**config.mk**
```make
export PLATFORM = sky130hd
export DESIGN_NAME = tcc_div_cell
export DESIGN_NICKNAME = d
export VERILOG_FILES = /design/src/design/tcc_pkg.sv /design/src/design/tcc_div_cell.sv
export SDC_FILE = /design/constraint.sdc
export NUM_CORES = 1
export LEC_CHECK = 0
export BUFFER_PORTS_ARGS = -buffer_cell sky130_fd_sc_hd__buf_4
export CAP_MARGIN = 10
export CORE_AREA = 2 2 218 220
export CTS_CLUSTER_SIZE = 25
export DETAILED_ROUTE_END_ITERATION = 6
export DIE_AREA = 0 0 220 222
export PLACE_DENSITY_LB_ADDON = 0.05
export SETUP_SLACK_MARGIN = 0.5
export SLEW_MARGIN = 20
export SYNTH_ARGS = -nofsm -noshare
export SYNTH_HDL_FRONTEND = slang
export SYNTH_SLANG_ARGS = --single-unit
```
**constraint.sdc**
```tcl
create_clock -name i_clk -period 5.9 [get_ports i_clk]
set_clock_uncertainty 0.15 [all_clocks]
set_input_delay 1.475 -clock i_clk [delete_from_list [all_inputs] [get_ports i_clk]]
set_output_delay 1.475 -clock i_clk [all_outputs]
set_load 0.005 [all_outputs]
```
**src/design/tcc_pkg.sv**
```systemverilog
// Shared types and widths for the triangle circumcircle pipeline.
// Used by tcc_front, tcc_div_cell, tcc_sqrt_cell and triangle_circumcircle_core.
`default_nettype none
package tcc_pkg;

    // Quotient bits produced by the divider row (one per cell)
    localparam int Q_BITS     = 33;
    // Root bits produced by the square root row (one per cell)
    localparam int ROOT_BITS  = 33;
    localparam int DEN_W      = 36;
    localparam int NUM_W      = 52;
    localparam int SQ_IN_W    = 2 * ROOT_BITS;
    localparam int SREM_W     = 35;

    typedef struct packed {
        logic [DEN_W-1:0]  rem;
        logic [Q_BITS-1:0] num_lo;
        logic [Q_BITS-1:0] quo;
        logic              neg;
        logic              ovf;
    } t_div_lane;

    typedef struct packed {
        logic               detz;
        logic signed [15:0] ax;
        logic signed [15:0] ay;
    } t_side;

    typedef struct packed {
        t_div_lane        lx;
        t_div_lane        ly;
        logic [DEN_W-1:0] den;
        t_side            side;
    } t_div_state;

    typedef struct packed {
        logic               detz;
        logic               csat;
        logic signed [31:0] ox;
        logic signed [31:0] oy;
    } t_sq_side;

    typedef struct packed {
        logic [SREM_W-1:0]    rem;
        logic [ROOT_BITS-1:0] root;
        logic [SQ_IN_W-1:0]   s_rest;
        t_sq_side             side;
    } t_sq_state;

endpackage
`default_nettype wire

```
**src/design/tcc_div_cell.sv**
```systemverilog
// One cell of the divider row: one restoring quotient bit for each of the x and y lanes.
// Depends on tcc_pkg.
`default_nettype none
module tcc_div_cell (
    input  wire logic                i_clk,
    input  wire logic                i_rst_n,
    input  wire logic                i_en,
    input  wire logic                i_valid,
    input  wire tcc_pkg::t_div_state i_state,
    output logic                     o_valid,
    output tcc_pkg::t_div_state      o_state
);

    function automatic tcc_pkg::t_div_lane div_step(input tcc_pkg::t_div_lane l,
                                                    input logic [tcc_pkg::DEN_W-1:0] den);
        logic [tcc_pkg::DEN_W:0] cur;
        logic [tcc_pkg::DEN_W:0] diff;
        logic                    ge;
        tcc_pkg::t_div_lane      r;
        cur    = {l.rem, l.num_lo[tcc_pkg::Q_BITS-1]};
        diff   = cur - {1'b0, den};
        ge     = (cur >= {1'b0, den});
        r      = l;
        r.rem    = ge ? diff[tcc_pkg::DEN_W-1:0] : cur[tcc_pkg::DEN_W-1:0];
        r.num_lo = {l.num_lo[tcc_pkg::Q_BITS-2:0], 1'b0};
        r.quo    = {l.quo[tcc_pkg::Q_BITS-2:0], ge};
        return r;
    endfunction

    tcc_pkg::t_div_state n_state;

    // next lane values
    always_comb begin
        n_state    = i_state;
        n_state.lx = div_step(i_state.lx, i_state.den);
        n_state.ly = div_step(i_state.ly, i_state.den);
    end

    always_ff @(posedge i_clk) begin
        if (i_en) begin
            o_state <= n_state;
        end
    end

    always_ff @(posedge i_clk) begin
        if (!i_rst_n) begin
            o_valid <= 1'b0;
        end else if (i_en) begin
            o_valid <= i_valid;
        end
    end

endmodule
`default_nettype wire

```
Word level (Yosys, flattened, before mapping)
Cells that the tools add are included.

Bits of input ports: 281. Output and inout port bits: 278. Flip-flop bits (word level): 276. Logic and storage cells: 21.

Add/subtract/negate cells: 2. Muxes and demuxes: 2. Magnitude comparators: 2.

Operators with widths (number): $ge A37 B36 Y1 (2); $mux W36 (2); $sub A36 B36 Y36 (2).

Longest topological paths before layout
Depth after elaboration: 2. Depth in mapped cells: 15. Mapped depth without buffers: 12.

Least setup slack after synthesis
OpenSTA, ideal clock, no wires.

Path kind: input-to-reg. Start: input port i_state[35] in the netlist's numbering. End: register o_state[169] in the netlist's numbering (data pin). Slack: 1.666 ns. Path buffers: 0. Arrival: 3.824 ns. Library setup time: 0.260 ns. Required time: 5.490 ns. Stages on the path: 11. Cells stage by stage: inv_1 ha_1 nor2b_4 o31a_1 o21ai_2 a21boi_2 a311o_1 a221o_2 a211oi_4 nor4b_2 o41ai_2.

RTL lines: start: declaration (RTL line tcc_div_cell.sv:9) `input wire tcc_pkg::t_div_state i_state,`; end signal: assignment (RTL line tcc_div_cell.sv:41) `o_state <= n_state;`; end: declaration (RTL line tcc_div_cell.sv:11) `output tcc_pkg::t_div_state o_state`.

==> results.sh <==
export IMPL_status="finished, final reports clean"
export IMPL_vdd_drop_max_mv=0.187
export IMPL_placement_io_buffers=554
export IMPL_synth_cells=1006
export IMPL_synth_compound_area_share=0.132
export IMPL_grt_first_pass_wirelength_mm=72.0
export IMPL_grt_remaining_overflow=0
export IMPL_setup_violations_final=0
export IMPL_fp_row_count=79
export IMPL_mostFrequentLayoutCell="buf_4"
export IMPL_max_slew_worst_pin_slew_ps=907
export IMPL_cts_repair_resized=0
export IMPL_clock_latency_ps=530
export IMPL_ctsRootBufferMaster="clkbuf_16"
export IMPL_regToRegEndpoint="o_valid"
export IMPL_critical_path_reg2reg_startpoint="o_valid"
export IMPL_worst_hold_path_num_cells=2
export IMPL_ys_seq_area_frac=0.622
export IMPL_hp_class="reg2reg"
export IMPL_crit_path_max_fanout=38
export IMPL_xor_xnor_cell_area_share_of_the_yosys_netlist=0.0369
export IMPL_synth_seq_cells=276
export IMPL_die_height_um=222
export IMPL_net_count_of_the_finished_layout=1929
export IMPL_synth_fa_ha_area_frac=0.0707
export IMPL_netlist_top_cells_area="edfxtp_1, ha_1, a21oi_1"
export IMPL_cap_viol_max_count=0
export IMPL_area_growth_synth_to_final_pct=44.7
export IMPL_synth_top_family_by_area="compound AO/OA/AOI/OAI gates"
export IMPL_detailedRoute_firstIterationViolations=525
export IMPL_synth_simple_area_share=0.0786
export IMPL_worst_slew_margin_rel=0.395
export IMPL_postCtsSetupBuffers=0
export IMPL_tritoncts="built"
export IMPL_mostFrequentLayoutCells="buf_4, edfxtp_1, a21oi_1"
export IMPL_rsz_0062_raised_after_global_routing="false"
export IMPL_grt_start_max_net_pins=110
export IMPL_static_leakage_uw=0.00832
export IMPL_top_level_ports=559
export IMPL_drt_wl_total_mm=51.7
export IMPL_setup_total_negative_slack_ps=0
export IMPL_dr_total_vias=10300
export IMPL_ant_nets=0
export IMPL_clock_sinks=276
export IMPL_min_clock_period_post_route_ps=4570
export IMPL_setup_worst_path_start_class="input port"
export IMPL_routabilityCongestion=0.888
export IMPL_ys_warnings_count=0
export IMPL_clock_tree_buffer_depth=3
export IMPL_route_detailed_wl_per_inst_um=23.4
export IMPL_viasPerCell=4.67
export IMPL_worst_hold_startpoint="o_valid"
export IMPL_grt_antenna_before_repair=12
export IMPL_finalCritPeriodShare=0.775
export IMPL_max_clk_rate_mhz=219
export IMPL_drt_pass1_iterations=5
export IMPL_worst_r2r_setup_slack_ps=5150
export IMPL_synth_enable_flop_cells=275
export IMPL_floorplan_core_area_um2=46300
export IMPL_drt_drc_violations_left=0
export IMPL_data_required_critical_path_ps=6020
export IMPL_cts_clk_slew_worst_paths_ps=50
export IMPL_global_route_usage_total=0.205
export IMPL_cts_made_buffers=36
export IMPL_final_max_slew_viol_count=0
export IMPL_fp_dieArea_um2=48800
export IMPL_synthMuxAreaShare=0.0277
export IMPL_n_fill_cell=4485
export IMPL_post_layout_total_power_uw=5790
export IMPL_initial_util=0.288
export IMPL_yosys_area_top_type_share=0.621
export IMPL_ys_async_sr_fraction=0
export IMPL_cts_htree_levels=2
export IMPL_path_class="in2reg"
export IMPL_most_used_flip_flop_cell_after_synthesis="edfxtp_1"
export IMPL_cts_hold_buffers_added=0
export IMPL_fraction_of_final_layout_cells_sized_beyond_drive_strength_1=0.399
export IMPL_mappedNetlistArea_um2=13300
export IMPL_finalHoldViolCount=0
export IMPL_hold_path_endpoint="o_valid"
export IMPL_die_x_extent_um=220
export IMPL_via_count_of_the_first_global_routing_pass=10300
export IMPL_power_density_nw_per_um2=301
export IMPL_hold_slack_ps=375
export IMPL_yosys_cell_types_count=81
export IMPL_detailedPlacementHpwl_mm=41.8
export IMPL_r2r_worst_path_cells=2
export IMPL_syn_mean_instance_area_um2=13.2
export IMPL_end_kind="flip-flop"
export IMPL_critPathArrivalTime_ps=4690
export IMPL_synth_top_cell_by_area="edfxtp_1"
## area by class of cell
class / instances / area [um2] / area share
antenna: 3 / 7.51 / 0.000390
clock buffer: 42 / 923 / 0.0480
clock inverter: 20 / 210 / 0.0109
inverter: 53 / 199 / 0.0103
multi-input combinational: 643 / 4600 / 0.239
sequential: 276 / 8280 / 0.430
tap: 607 / 759 / 0.0395
timing repair buffer: 564 / 4270 / 0.222
## critical path: stages
cell	delay (ps)
buf_4	90
inv_1	70
ha_1	400
nand4_1	230
or3_1	460
nor2_1	290
a211oi_1	150
buf_4	180
a21oi_1	230
o21ai_2	120
a21oi_4	140
buf_4	430
mux2_1	380
## worst max-delay path by stage
| stage | from | to | slack [ps] | depth (start not counted) |
|---|---|---|---|---|
| after floorplan | i_state[35] | o_state[169] | 1670 | 11 |
| after global placement | i_state[45] | o_state[269] | 750 | 14 |
| after detailed placement | i_state[45] | o_state[269] | 710 | 14 |
| after CTS | i_state[45] | o_state[251] | 1270 | 13 |
| after global routing | i_state[45] | o_state[269] | 1030 | 14 |
| final | i_state[45] | o_state[251] | 1330 | 13 |
## logic make-up (layout without fill, tap and decap cells)
group / Yosys count / count (layout)
multiplexers: 33 / 33
AO/OA/AOI/OAI: 264 / 264
AND/OR/NAND/NOR: 214 / 214
buffers and inverters: 88 / 679
other: 1 / 5
adder cells (fa/ha/maj): 74 / 74
flip-flops: 276 / 276
XOR/XNOR: 56 / 56
## where the power goes
part           internal (uW)  switching [uW]
Combinational            594             586
Sequential              2400            58.2
Clock                   1290             863
## per-layer routing
layer	up-vias	wire length, um	track usage
met5	-	109	0
met1	4935	19400	0.228
li1	4944	-	-
met3	84	4160	0.0631
met2	337	26700	0.368
met4	18	1350	0.0682
## through the flow
step                 util  cells  instance area, um2  worst slack [ps]
floorplan               -   1007               13300              1670
global placement    0.391   2143               18100               750
detailed placement  0.391   2143               18100               708
global route        0.416   2207               19200              1030
finish              0.416   2208               19200              1330
CTS                 0.416   2205               19200              1270
## cells in the mapped netlist, types with 11 or more instances
library cell,count
a21o_1,42
a21oi_1,88
clkbuf_1,16
edfxtp_1,275
ha_1,72
inv_1,52
mux2_1,28
nand2_1,57
nand3_1,11
nand4_1,17
nor2_1,68
nor2b_1,12
nor3_1,12
o21a_1,11
o21ai_0,24
o21ai_1,18
o21bai_1,11
xnor2_1,35
xor2_1,21
## state kept, by name, summed over array words and instances (netlist names)
| register | count |
|---|---|
| o_valid | 1 |
| o_state | 275 |
(Power assumes the default switching activity.)
