--- src/design/tcc_pkg.sv ---
// Shared types and widths for the triangle circumcircle pipeline.
// Used by tcc_front, tcc_div_cell, tcc_sqrt_cell and triangle_circumcircle_core.
`default_nettype none
package tcc_pkg;

    // Quotient bits produced by the divider row (one per cell)
    localparam int Q_BITS     = 33;
    // Root bits produced by the square root row (one per cell)
    localparam int ROOT_BITS  = 33;
    localparam int DEN_W      = 36;
    localparam int NUM_W      = 52;
    localparam int SQ_IN_W    = 2 * ROOT_BITS;
    localparam int SREM_W     = 35;

    typedef struct packed {
        logic [DEN_W-1:0]  rem;
        logic [Q_BITS-1:0] num_lo;
        logic [Q_BITS-1:0] quo;
        logic              neg;
        logic              ovf;
    } t_div_lane;

    typedef struct packed {
        logic               detz;
        logic signed [15:0] ax;
        logic signed [15:0] ay;
    } t_side;

    typedef struct packed {
        t_div_lane        lx;
        t_div_lane        ly;
        logic [DEN_W-1:0] den;
        t_side            side;
    } t_div_state;

    typedef struct packed {
        logic               detz;
        logic               csat;
        logic signed [31:0] ox;
        logic signed [31:0] oy;
    } t_sq_side;

    typedef struct packed {
        logic [SREM_W-1:0]    rem;
        logic [ROOT_BITS-1:0] root;
        logic [SQ_IN_W-1:0]   s_rest;
        t_sq_side             side;
    } t_sq_state;

endpackage
`default_nettype wire

--- src/design/tcc_sqrt_cell.sv ---
// One cell of the square root row: one root bit per cell, two radicand bits consumed.
// Depends on tcc_pkg.
`default_nettype none
module tcc_sqrt_cell (
    input  wire logic               i_clk,
    input  wire logic               i_rst_n,
    input  wire logic               i_en,
    input  wire logic               i_valid,
    input  wire tcc_pkg::t_sq_state i_state,
    output logic                    o_valid,
    output tcc_pkg::t_sq_state      o_state
);

    logic [tcc_pkg::SREM_W+1:0] cur;
    logic [tcc_pkg::SREM_W+1:0] trial;
    logic [tcc_pkg::SREM_W+1:0] diff;
    logic                       ge;
    tcc_pkg::t_sq_state         n_state;

    // trial subtract of (root << 2) | 1
    always_comb begin
        cur   = {i_state.rem, i_state.s_rest[tcc_pkg::SQ_IN_W-1 -: 2]};
        trial = {2'b0, i_state.root, 2'b01};
        diff  = cur - trial;
        ge    = (cur >= trial);
        n_state        = i_state;
        n_state.rem    = ge ? diff[tcc_pkg::SREM_W-1:0] : cur[tcc_pkg::SREM_W-1:0];
        n_state.root   = {i_state.root[tcc_pkg::ROOT_BITS-2:0], ge};
        n_state.s_rest = {i_state.s_rest[tcc_pkg::SQ_IN_W-3:0], 2'b00};
    end

    always_ff @(posedge i_clk) begin
        if (i_en) begin
            o_state <= n_state;
        end
    end

    always_ff @(posedge i_clk) begin
        if (!i_rst_n) begin
            o_valid <= 1'b0;
        end else if (i_en) begin
            o_valid <= i_valid;
        end
    end

endmodule
`default_nettype wire

--- config.mk ---
export PLATFORM = sky130hd
export DESIGN_NAME = tcc_sqrt_cell
export DESIGN_NICKNAME = d
export VERILOG_FILES = /design/src/design/tcc_pkg.sv /design/src/design/tcc_sqrt_cell.sv
export SDC_FILE = /design/constraint.sdc
export NUM_CORES = 1
export LEC_CHECK = 0
export ABC_CLOCK_PERIOD_IN_PS = 5700
export BUFFER_PORTS_ARGS = -buffer_cell sky130_fd_sc_hd__buf_2
export CORE_AREA = 2 2 158 160
export DETAILED_ROUTE_END_ITERATION = 16
export DIE_AREA = 0 0 160 162
export SETUP_SLACK_MARGIN = 0.4
export SKIP_CTS_REPAIR_TIMING = 1
export SYNTH_ARGS = -nofsm -noshare
export SYNTH_HDL_FRONTEND = slang
export SYNTH_SLANG_ARGS = --single-unit
--- constraint.sdc ---
create_clock -name i_clk -period 5.7 [get_ports i_clk]
set_input_delay 0.57 -clock i_clk [delete_from_list [all_inputs] [get_ports i_clk]]
set_output_delay 0.57 -clock i_clk [all_outputs]
set_load 0.03 [all_outputs]
; After elaboration in Yosys (flattened, before gate mapping)
; Index checks and enable logic that the tools add are counted.
[totals]
reg_bits = 199
out_inout_bits = 201
elab_cells = 11
input_bits = 204
[op_classes]
addsub = 1
mux = 1
magnitude_cmp = 1
[ops]
columns = cell, n
row1 = greater-or-equal comparator 37 x 35 -> 1 bit, 1
row2 = 2-to-1 mux 35 bit, 1
row3 = subtractor 35 bit, 1

; Longest topological paths before layout
; Gate-level depths: netlist of run 1.
[logic_depth]
word_depth = 2
depth_mapped = 14
ltp_nobuf = 11

; Worst setup path before layout of run 1
; No wires, ideal clock.
[synth_path]
kind = input to register
startpoint = in i_state[141] (netlist name)
endpoint = reg o_state[182] (netlist name) (data pin)
n_path_buf = 2
cell_stages = 11
setup_slack_ps = 2574
t_arrival_ps = 2866
setup_ps = 260
required_time_ps = 5440
path_cell_list = inv_1 > ha_1 > buf_2 > nand2_1 > or3_1 > or4_1 > o31a_1 > o21ai_2 > o211ai_2 > buf_6 > mux2_4
[synth_lines]
columns = item, line
row1 = start: declaration, tcc_sqrt_cell.sv:9  ; input wire tcc_pkg::t_sq_state i_state,
row2 = end signal: assignment, tcc_sqrt_cell.sv:34  ; o_state <= n_state;
row3 = end: declaration, tcc_sqrt_cell.sv:11  ; output tcc_pkg::t_sq_state o_state

==> results.json, run 1 <==
{
  "dp_hpwl_um": 19500,
  "worst_setup_path_start_kind": "input pin",
  "worstMarginPinSlew_ps": 906,
  "vias": 6097,
  "critPathMaxFanout": 36,
  "rsz0062_at_grt": "no",
  "track_usage_pct": 18.4,
  "cts.sinks": 199,
  "ys_seq_elements": 199,
  "power.density_nw_per_um2": 343,
  "crit_chain": "buf_2 -> inv_1 -> ha_1 -> a21oi_1 -> o21ai_1 -> a21oi_1 -> nor3b_1 -> nor3_1 -> a211oi_1 -> o211ai_4 -> buf_4 -> o21ai_0",
  "synthSimpleGateAreaFrac_pct": 6.00,
  "port_buffers": 402,
  "grt_max_degree": 101,
  "ctsRootBufferMaster": "clkbuf_16",
  "hold_violations": 0,
  "grt_pass1_vias": 6007,
  "min_from": "i_state[92]",
  "leakage_nw": 5.00,
  "drcViolationCount": 0,
  "synth_warnings": 0,
  "max_cap_viol_count": 0,
  "required_ps": 5860,
  "arrival_ps": 3680,
  "fin_crit_ps": 3520,
  "grt-ovfl-total": 0,
  "cts_made_buffers": 17,
  "clk_latency_ps": 430,
  "die_x_um": 160,
  "drive_gt1_share_pct": 44.2,
  "synth_top_family_by_area": "compound AO/OA/AOI/OAI gates",
  "tritoncts": "built",
  "muxShareOfSynthArea_pct": 0.420,
  "crit_type": "in2reg",
  "cpLargestDelayFamily": "compound AO/OA/AOI/OAI gates",
  "multi_input_area_um2": 2130,
  "synth_compound_area_share_pct": 10.2,
  "synth_cell_types": 48,
  "crit_slowest_cell": "o211ai_4",
  "syn_inst": 578,
  "fmax_mhz": 284,
  "antenna_found_initial": 10,
  "first_iter_violations": 364,
  "nets": 1228,
  "core_um2": 24100,
  "slew_violations": 0,
  "crit_top_cell": "a21oi_1",
  "detail-route-antenna-nets": 0,
  "syn_area_um2": 8340,
  "critPathBufInv": 3,
  "irDropWorstVdd_mv": 0.188,
  "dieArea_um2": 25900,
  "start_util_pct": 34.6,
  "pre_cts_slack_ps": 1670,
  "cts_buffer_depth": 2,
  "fillCellCount": 2282,
  "synth-seq-area-share_pct": 71.6,
  "boundaryPins": 405,
  "hp-class": "in2reg",
  "vias_per_cell": 4.58,
  "placementRows": 57,
  "first_pass_iters": 4,
  "wire_per_inst_um": 18.6,
  "place.gp.congestion": 0.844,
  "die_y_um": 162,
  "synthAdderAreaFrac_pct": 5.25,
  "clk_transition_reported_paths_ps": 90,
  "register_area_um2": 5970,
  "setup_viol": 0,
  "areaGrowthSynthToFinish_pct": 35.9,
  "synth_xor_area_share_pct": 3.47,
  "slowest_delay_ps": 770,
  "setup_tns_ps": 0,
  "slew_headroom_pct": 39.3,
  "grt_pass1_wl_um": 35400,
  "finalCritPeriodShare_pct": 61.7,
  "syn_avg_cell_area_um2": 14.4,
  "outcome": "finished clean",
  "wl_um": 24700,
  "setup_slack_ps": 2180,
  "h-tree-depth": 4,
  "startpoint": "i_state[154]",
  "r2r_start": "o_valid$_SDFFE_PN0P_",
  "critPathCaptureType": "flip-flop",
  "skew_ps": 0
}
==> where the power goes <==
part	leakage [nW]	switching, mW	total, mW	internal, mW
Clock	0.297	0.639	1.24	0.605
Combinational	2.76	0.579	0.838	0.258
Sequential	1.95	0.0293	1.80	1.77
==> worst reg2reg max path: cells and delay by family, from the launching register on <==
kind	cells	cell delay, ps
flops	1	320
mux	1	140
simple gates	1	60
==> path summary, 6_finish.rpt <==
path                            slack, ps                     end  cells after the start
worst min-delay path                  300   o_state[94]$_DFFE_PP_                      1
worst max-delay path                 2180  o_state[168]$_DFFE_PP_                     12
worst max register to register       5080    o_valid$_SDFFE_PN0P_                      2
worst min register to register        530    o_valid$_SDFFE_PN0P_                      2
==> logic make-up after synthesis <==
kind of cell / Yosys count
DFF: 199
AOI/OAI and AO/OA: 136
and+or+nand+nor: 114
buffers and inverters: 57
adders and majority gates: 35
xor gates and xnor gates: 33
muxes: 3
other: 1
==> synthesized netlist by cell type (all sizes together) <==
cell type,number,area (µm²)
a221o,1,10.0
nand4,5,31.3
a211oi,3,22.5
clkbuf,6,22.5
conb,1,3.75
xor2,17,149
nor2b,2,12.5
a21boi,1,7.51
buf,8,70.1
a21o,19,143
dfxtp,1,20.0
or4,1,7.51
a31oi,2,12.5
a2111oi,1,15.0
nor2,21,78.8
inv,43,161
nand3b,1,7.51
xnor2,16,140
o22ai,1,6.26
a311o,1,10.0
o22a,1,8.76
o31ai,4,35.0
o21bai,6,45.0
a31o,2,17.5
ha,35,438
and3,4,25.0
mux2i,2,20.0
nand2,59,221
o21ai,43,219
nand2b,2,12.5
o31a,2,17.5
mux2,1,15.0
edfxtp,198,5950
a21oi,37,185
or3,3,18.8
nor4,2,12.5
nor3,5,25.0
nor3b,1,7.51
nand3,8,40.0
o21a,4,30.0
o211ai,7,57.6
a211o,1,8.76
==> state kept, by name, indices dropped and copies added (netlist names) <==
name	flops
o_state	198
o_valid	1
==> cell usage in the layout, fill, tap and decap left out, drive strengths merged, types with 2 or more instances in the layout <==
cell type    n
a211oi       3
a21o        19
a21oi       37
a31o         2
a31oi        2
and3         4
buf        404
clkbuf      18
clkinv       7
conb         2
diode        4
edfxtp     198
ha          35
inv         51
mux2i        2
nand2       59
nand2b       2
nand3        8
nand4        5
nor2        21
nor2b        2
nor3         5
nor4         2
o211ai       7
o21a         4
o21ai       43
o21bai       6
o31a         2
o31ai        4
or3          3
xnor2       16
xor2        17
==> through the flow <==
| step | util (%) | area (µm²) | std cells | power (mW) | hold slack (ps) |
|---|---|---|---|---|---|
| finish | 47.0 | 11300 | 1330 | 3.89 | 303 |
| global route | 47.0 | 11300 | 1328 | 4.05 | 276 |
| CTS | 47.0 | 11300 | 1326 | 3.94 | 285 |
| detailed placement | 44.4 | 10700 | 1294 | 2.68 | 517 |
| global placement | 44.4 | 10700 | 1294 | 2.68 | 495 |
| floorplan | - | 8340 | 579 | 2.38 | 640 |
==> area by class of cell <==
| cell class | count | area share, % |
|---|---|---|
| Antenna cell | 4 | 0.0883 |
| Clock buffer | 17 | 3.75 |
| Clock inverter | 15 | 1.69 |
| Inverter | 43 | 1.42 |
| Multi-Input combinational cell | 323 | 18.8 |
| Sequential cell | 199 | 52.6 |
| Tap cell | 324 | 3.58 |
| Timing Repair Buffer | 405 | 18.0 |
==> metal layers <==
layer | wire (µm) | vias up | GRT usage [%] | share of wire, %
met4 | 371 | 10 | 5.16 | 1.5
li1 | - | 2985 | - | -
met5 | 72 | - | 0 | 0.29
met2 | 12800 | 227 | 33.1 | 52
met1 | 9280 | 2848 | 20.2 | 38
met3 | 2150 | 27 | 7.43 | 8.7
(Power assumes the default switching activity.)
==> inputs of run 2 (changes only) <==
--- a/config.mk
+++ b/config.mk
@@ -5,11 +5,11 @@
 export SDC_FILE = /design/constraint.sdc
 export NUM_CORES = 1
 export LEC_CHECK = 0
-export ABC_CLOCK_PERIOD_IN_PS = 5700
+export ABC_CLOCK_PERIOD_IN_PS = 3700
 export BUFFER_PORTS_ARGS = -buffer_cell sky130_fd_sc_hd__buf_2
-export CORE_AREA = 2 2 158 160
+export CORE_AREA = 2 2 160 162
 export DETAILED_ROUTE_END_ITERATION = 16
-export DIE_AREA = 0 0 160 162
+export DIE_AREA = 0 0 162 164
 export SETUP_SLACK_MARGIN = 0.4
 export SKIP_CTS_REPAIR_TIMING = 1
 export SYNTH_ARGS = -nofsm -noshare
==> constraint.sdc (replaced) <==
create_clock -name i_clk -period 3.7 [get_ports i_clk]
set_input_delay 0.37 -clock i_clk [delete_from_list [all_inputs] [get_ports i_clk]]
set_output_delay 0.37 -clock i_clk [all_outputs]
set_load 0.03 [all_outputs]
==> run 2 against run 1 <==
Clock power up 58%. Worst setup slack got worse by 1300 ps. Die area grew 2.5%. Power increased by 56%.
==> results.json, run 2 (same netlist as run 1, synthesis figures left out) <==
{
  "nets": 1234,
  "critPathBufInv": 3,
  "multi_input_area_um2": 2130,
  "critPathMaxFanout": 18,
  "track_usage_pct": 18.4,
  "detail-route-antenna-nets": 0,
  "required_ps": 3960,
  "dp_hpwl_um": 19900,
  "finalCritPeriodShare_pct": 75.1,
  "register_area_um2": 5970,
  "ctsRootBufferMaster": "clkbuf_16",
  "top_regs": "o_state x198, o_valid x1",
  "grt_pass1_wl_um": 35900,
  "clk_transition_reported_paths_ps": 90,
  "rr_endpoint": "o_valid$_SDFFE_PN0P_",
  "antenna_found_initial": 4,
  "pre_cts_slack_ps": 412,
  "vias": 6177,
  "wl_um": 25300,
  "regMostFlops": "o_state",
  "leakage_nw": 5.04,
  "h-tree-depth": 4,
  "critPathCaptureType": "flip-flop",
  "cts_buffer_depth": 2,
  "placementRows": 58,
  "areaGrowthSynthToFinish_pct": 36.9,
  "vias_per_cell": 4.62,
  "worst-r2r-setup-slack_ps": 3070,
  "setup_viol": 0,
  "grt_max_degree": 86,
  "outcome": "finished clean",
  "fmax_mhz": 360,
  "grt-ovfl-total": 0,
  "cts.sinks": 199,
  "power.density_nw_per_um2": 531,
  "slew_violations": 0,
  "r2r_start": "o_valid$_SDFFE_PN0P_",
  "fillCellCount": 2358,
  "hp-class": "in2reg",
  "tritoncts": "built",
  "rsz0062_at_grt": "no",
  "layout_commonest_cell": "buf_2",
  "min_from": "i_state[47]",
  "crit_top_cell": "nand2_1",
  "drive_gt1_share_pct": 44.6,
  "crit_chain": "buf_2 -> inv_1 -> ha_1 -> nand2_1 -> or3_1 -> or4_1 -> o31a_1 -> nand2_1 -> o211ai_4 -> buf_4 -> o31ai_1",
  "irDropWorstVdd_mv": 0.214,
  "core_um2": 24800,
  "cpLargestDelayFamily": "simple AND/OR/NAND/NOR gates",
  "setup_tns_ps": 0,
  "first_pass_iters": 4,
  "slew_headroom_pct": 51.9,
  "die_x_um": 162,
  "dieArea_um2": 26600,
  "cts_made_buffers": 17,
  "start_util_pct": 33.6,
  "arrival_ps": 3040,
  "r2r_cells": 2,
  "worstMarginPinSlew_ps": 721,
  "worst_setup_path_start_kind": "input pin",
  "crit_slowest_cell": "or4_1",
  "hold_violations": 0,
  "skew_ps": 0,
  "place.gp.congestion": 0.861,
  "slowest_delay_ps": 560,
  "largest_reg_flops": 198,
  "crit_type": "in2reg",
  "fin_crit_ps": 2780,
  "port_buffers": 402,
  "grt_pass1_vias": 6035,
  "drcViolationCount": 0,
  "worstHoldPathCells": 1,
  "max_cap_viol_count": 0,
  "hold_end": "o_state[47]$_DFFE_PP_",
  "antenna_cells": 0,
  "clk_latency_ps": 440,
  "boundaryPins": 405,
  "setup_slack_ps": 922,
  "mostFrequentLayoutCells": "401 x buf_2, 198 x edfxtp_1, 59 x nand2_1",
  "wire_per_inst_um": 18.9,
  "die_y_um": 164,
  "first_iter_violations": 368
}
run 2: cell count changes in the layout (fill, tap and decap cells not counted):
cell	delta
buf_4	+4
clkbuf_8	+1
buf_12	+2
diode_2	-4
clkinv_1	-1
run 2: where the power goes:
part	internal (mW)	switching [mW]
registers	2.73	0.0522
logic	0.411	0.896
clock network	0.952	1.01
run 2: worst reg2reg max path, stage by stage, from the launching register on:
cell	delay, ps
dfxtp_1	360
mux2i_1	80
nor2b_1	130
run 2: worst max path at each step:
stage | depth (start not counted) | from | end | slack [ps]
final | 11 | i_state[141] | o_state[194]$_DFFE_PP_ | 920
after global routing | 11 | i_state[156] | o_state[194]$_DFFE_PP_ | 590
after CTS | 11 | i_state[141] | o_state[194]$_DFFE_PP_ | 900
after detailed placement | 12 | i_state[136] | o_state[194]$_DFFE_PP_ | 410
after global placement | 13 | i_state[132] | o_state[180]$_DFFE_PP_ | 460
after floorplan | 11 | i_state[141] | o_state[182]$_DFFE_PP_ | 770
run 2: layer usage:
metal / wire (µm) / part of all wire, % / up-vias / track usage [%]
li1: - / - / 2980 / -
met1: 9600 / 38 / 2908 / 20.9
met2: 13100 / 52 / 247 / 33.1
met3: 2000 / 7.9 / 34 / 5.98
met4: 521 / 2.1 / 8 / 5.15
met5: 56 / 0.22 / - / 0
run 2: stage by stage:
step           cell area, µm²  instances  hold slack, ps  utilization (%)  power, mW
3_3_place_gp            10800       1306             533             43.4       4.14
2_1_floorplan            8340        579             469                -       3.66
6_report                11400       1338            96.1             46.0       6.06
4_1_cts                 11400       1338            81.6             46.0       6.14
3_5_place_dp            10800       1306             533             43.4       4.16
5_1_grt                 11400       1338            67.8             46.0       6.31
run 2: area by class of cell:
type / count / share of cell area [%]
clock buffers: 18 / 3.85
clock inverters: 14 / 1.64
inverters: 43 / 1.41
multi-input cells: 323 / 18.7
flip-flops and latches: 199 / 52.3
well taps: 330 / 3.62
repair buffers: 411 / 18.5
==> inputs of run 3 (changes only) <==
--- a/config.mk
+++ b/config.mk
@@ -5,11 +5,13 @@
 export SDC_FILE = /design/constraint.sdc
 export NUM_CORES = 1
 export LEC_CHECK = 0
-export ABC_CLOCK_PERIOD_IN_PS = 3700
+export ABC_AREA = 1
+export ABC_CLOCK_PERIOD_IN_PS = 2500
 export BUFFER_PORTS_ARGS = -buffer_cell sky130_fd_sc_hd__buf_2
-export CORE_AREA = 2 2 160 162
+export CORE_AREA = 2 2 159 161
 export DETAILED_ROUTE_END_ITERATION = 16
-export DIE_AREA = 0 0 162 164
+export DIE_AREA = 0 0 161 163
+export PLACE_DENSITY = 0.7
 export SETUP_SLACK_MARGIN = 0.4
 export SKIP_CTS_REPAIR_TIMING = 1
 export SYNTH_ARGS = -nofsm -noshare
==> constraint.sdc (replaced) <==
create_clock -name i_clk -period 2.5 [get_ports i_clk]
set_input_delay 0.25 -clock i_clk [delete_from_list [all_inputs] [get_ports i_clk]]
set_output_delay 0.25 -clock i_clk [all_outputs]
set_load 0.03 [all_outputs]
==> run 3 against run 2 <==
Final cell count grew 34%. Critical path depth grew 1. Hold slack lost 89 ps. Global-route usage grew 5.0 points. Utilization grew 11 points. Via count grew 36%. Worst setup slack lost 350 ps. Combinational power grew 76%. Non-clock buffer count grew 152.
==> results.json, run 3 <==
{
  "synth-seq-area-share_pct": 63.0,
  "cts_made_buffers": 17,
  "leakage_nw": 6.73,
  "synth_warnings": 0,
  "syn_inst": 875,
  "mostFrequentLayoutCells": "401 x buf_2, 228 x nand2_1, 198 x edfxtp_1",
  "die_y_um": 163,
  "first_pass_iters": 5,
  "critPathCaptureType": "flip-flop",
  "synth_edf_count": 198,
  "yosys_most_used_dff": "edfxtp_1",
  "wl_um": 33800,
  "crit_top_cell": "nand2_1",
  "irDropWorstVdd_mv": 0.442,
  "cts_buffer_depth": 2,
  "synth_xor_area_share_pct": 1.57,
  "rsz0062_at_grt": "no",
  "worstHoldPathCells": 1,
  "crit_slowest_cell": "ha_1",
  "grt_pass1_wl_um": 45100,
  "areaGrowthSynthToFinish_pct": 49.3,
  "drcViolationCount": 0,
  "arrival_ps": 2130,
  "port_buffers": 402,
  "track_usage_pct": 23.4,
  "fmax_mhz": 520,
  "required_ps": 2710,
  "ys_top_cells_by_count": "228 x nand2_1, 198 x edfxtp_1, 145 x inv_1",
  "rr_endpoint": "o_valid$_SDFFE_PN0P_",
  "top_regs": "o_state x198, o_valid x1",
  "worst-r2r-setup-slack_ps": 1730,
  "synth_top_family_by_area": "simple AND/OR/NAND/NOR gates",
  "synth_compound_area_share_pct": 3.96,
  "hold_violations": 0,
  "register_area_um2": 5970,
  "clk_latency_ps": 440,
  "grt_pass1_vias": 7702,
  "worst_setup_path_start_kind": "input pin",
  "fillCellCount": 2162,
  "vias_per_cell": 4.68,
  "max_cap_viol_count": 0,
  "slowest_delay_ps": 360,
  "drive_gt1_share_pct": 35.0,
  "ys_seq_elements": 199,
  "synth_top_area_share_pct": 62.8,
  "dp_hpwl_um": 25400,
  "syn_area_um2": 9470,
  "h-tree-depth": 4,
  "final_area_um2": 14100,
  "layout_commonest_cell": "buf_2",
  "setup_viol": 0,
  "syn_avg_cell_area_um2": 10.8,
  "hold_end": "o_state[139]$_DFFE_PP_",
  "grt-ovfl-total": 0,
  "critPathMaxFanout": 28,
  "nets": 1687,
  "synth_area_leaders": "edfxtp_1 63%, nand2_1 9.0%, inv_1 5.7%",
  "hp-class": "in2reg",
  "setup_tns_ps": 0,
  "grt_max_degree": 58,
  "die_x_um": 161,
  "boundaryPins": 405,
  "clk_transition_reported_paths_ps": 80,
  "fin_crit_ps": 1920,
  "finalCritPeriodShare_pct": 77.0,
  "synthAdderAreaFrac_pct": 4.62,
  "detail-route-antenna-nets": 0,
  "synth_cell_types": 35,
  "tritoncts": "built",
  "synth.most_common_cell": "nand2_1",
  "r2r_start": "o_valid$_SDFFE_PN0P_",
  "power.density_nw_per_um2": 668,
  "skew_ps": 0,
  "crit_type": "in2reg",
  "core_um2": 24700,
  "place.gp.congestion": 0.919,
  "dieArea_um2": 26200,
  "ys_async_sr_fraction_pct": 0,
  "placementRows": 58,
  "slew_violations": 0,
  "multi_input_area_um2": 2870,
  "crit_chain": "buf_2 -> inv_1 -> ha_1 -> a21oi_1 -> nand2_1 -> a21oi_2 -> nand2_1 -> nand2_1 -> nand4_4 -> buf_12 -> nand3_1 -> nand2_1",
  "vias": 8413,
  "synthSimpleGateAreaFrac_pct": 20.0,
  "cts.sinks": 199,
  "post-route-util_pct": 57.3,
  "r2r_cells": 2,
  "yosys.area.top_type": "edfxtp_1",
  "first_iter_violations": 732,
  "start_util_pct": 38.4,
  "placed_area_um2": 11900,
  "ctsRootBufferMaster": "clkbuf_16",
  "wire_per_inst_um": 18.8,
  "muxShareOfSynthArea_pct": 0,
  "antenna_found_initial": 7,
  "largest_reg_flops": 198,
  "outcome": "finished clean",
  "min_from": "i_state[138]",
  "regMostFlops": "o_state"
}
==> run 3: cell count changes in the layout (fill, tap and decap cells not counted), sizes merged, moves of 15 or more <==
cell         before  now
o21ai            43   22
nand3             8   67
xnor2            16    1
nand2            59  253
dlygate4sd3       0  151
nor2             21   64
inv              51  154
a21o             19    1
==> run 3: cell families after synthesis <==
logic type / count (synthesis)
simple gates: 411
flops: 199
buf+inv: 155
compound gates: 57
fa+ha+maj: 35
xor+xnor: 17
other cells: 1
==> run 3: worst max-delay path, delay by kind of cell <==
family | cells | cell delay, ps
AO/OA/AOI/OAI | 2 | 540
adder cells (fa/ha/maj) | 1 | 360
buffers and inverters | 3 | 340
AND/OR/NAND/NOR | 6 | 620
==> run 3: worst max-delay path by stage <==
stage / start / endpoint / slack [ps]
2_1_floorplan: i_state[154] / o_state[175]$_DFFE_PP_ / 610
3_3_place_gp: i_state[147] / o_state[186]$_DFFE_PP_ / 100
3_5_place_dp: i_state[147] / o_state[189]$_DFFE_PP_ / 60
4_1_cts: i_state[147] / o_state[198]$_DFFE_PP_ / 510
5_1_grt: i_state[149] / o_state[186]$_DFFE_PP_ / 450
6_report: i_state[150] / o_state[186]$_DFFE_PP_ / 580
==> run 3: final cells by class <==
| cell class | count | share of cell area (%) |
|---|---|---|
| clock inverter | 15 | 1.62 |
| inverter | 145 | 3.85 |
| timing repair buffer | 563 | 26.0 |
| tap | 330 | 2.92 |
| antenna | 6 | 0.106 |
| multi-input combinational | 522 | 20.3 |
| sequential | 199 | 42.2 |
| clock buffer | 17 | 3.01 |
==> run 3: routing by layer <==
layer  track usage (%)  vias to the layer above  part of all wire (%)
met3              7.61                       60                   7.0
met4              6.66                        8                   3.0
met2              40.4                      358                    49
met1              28.2                     3936                    41
li1                  -                     4051                     -
met5                 0                        -                  0.16
==> run 3: power breakdown <==
part / internal [mW] / total, mW / switching [mW]
combinational: 0.784 / 2.31 / 1.52
sequential: 4.03 / 4.11 / 0.0860
clock: 1.50 / 3.03 / 1.53
==> run 3: stage by stage <==
step | hold WS [ps] | total power [mW] | cells | worst slack, ps
after detailed placement | 428 | 6.28 | 1607 | 63.0
after global routing | -1.24 | 9.80 | 1791 | 451
final | 6.99 | 9.45 | 1797 | 576
after floorplan | 343 | 5.50 | 876 | 611
after global placement | 427 | 6.26 | 1607 | 103
after CTS | -40.5 | 9.28 | 1639 | 512
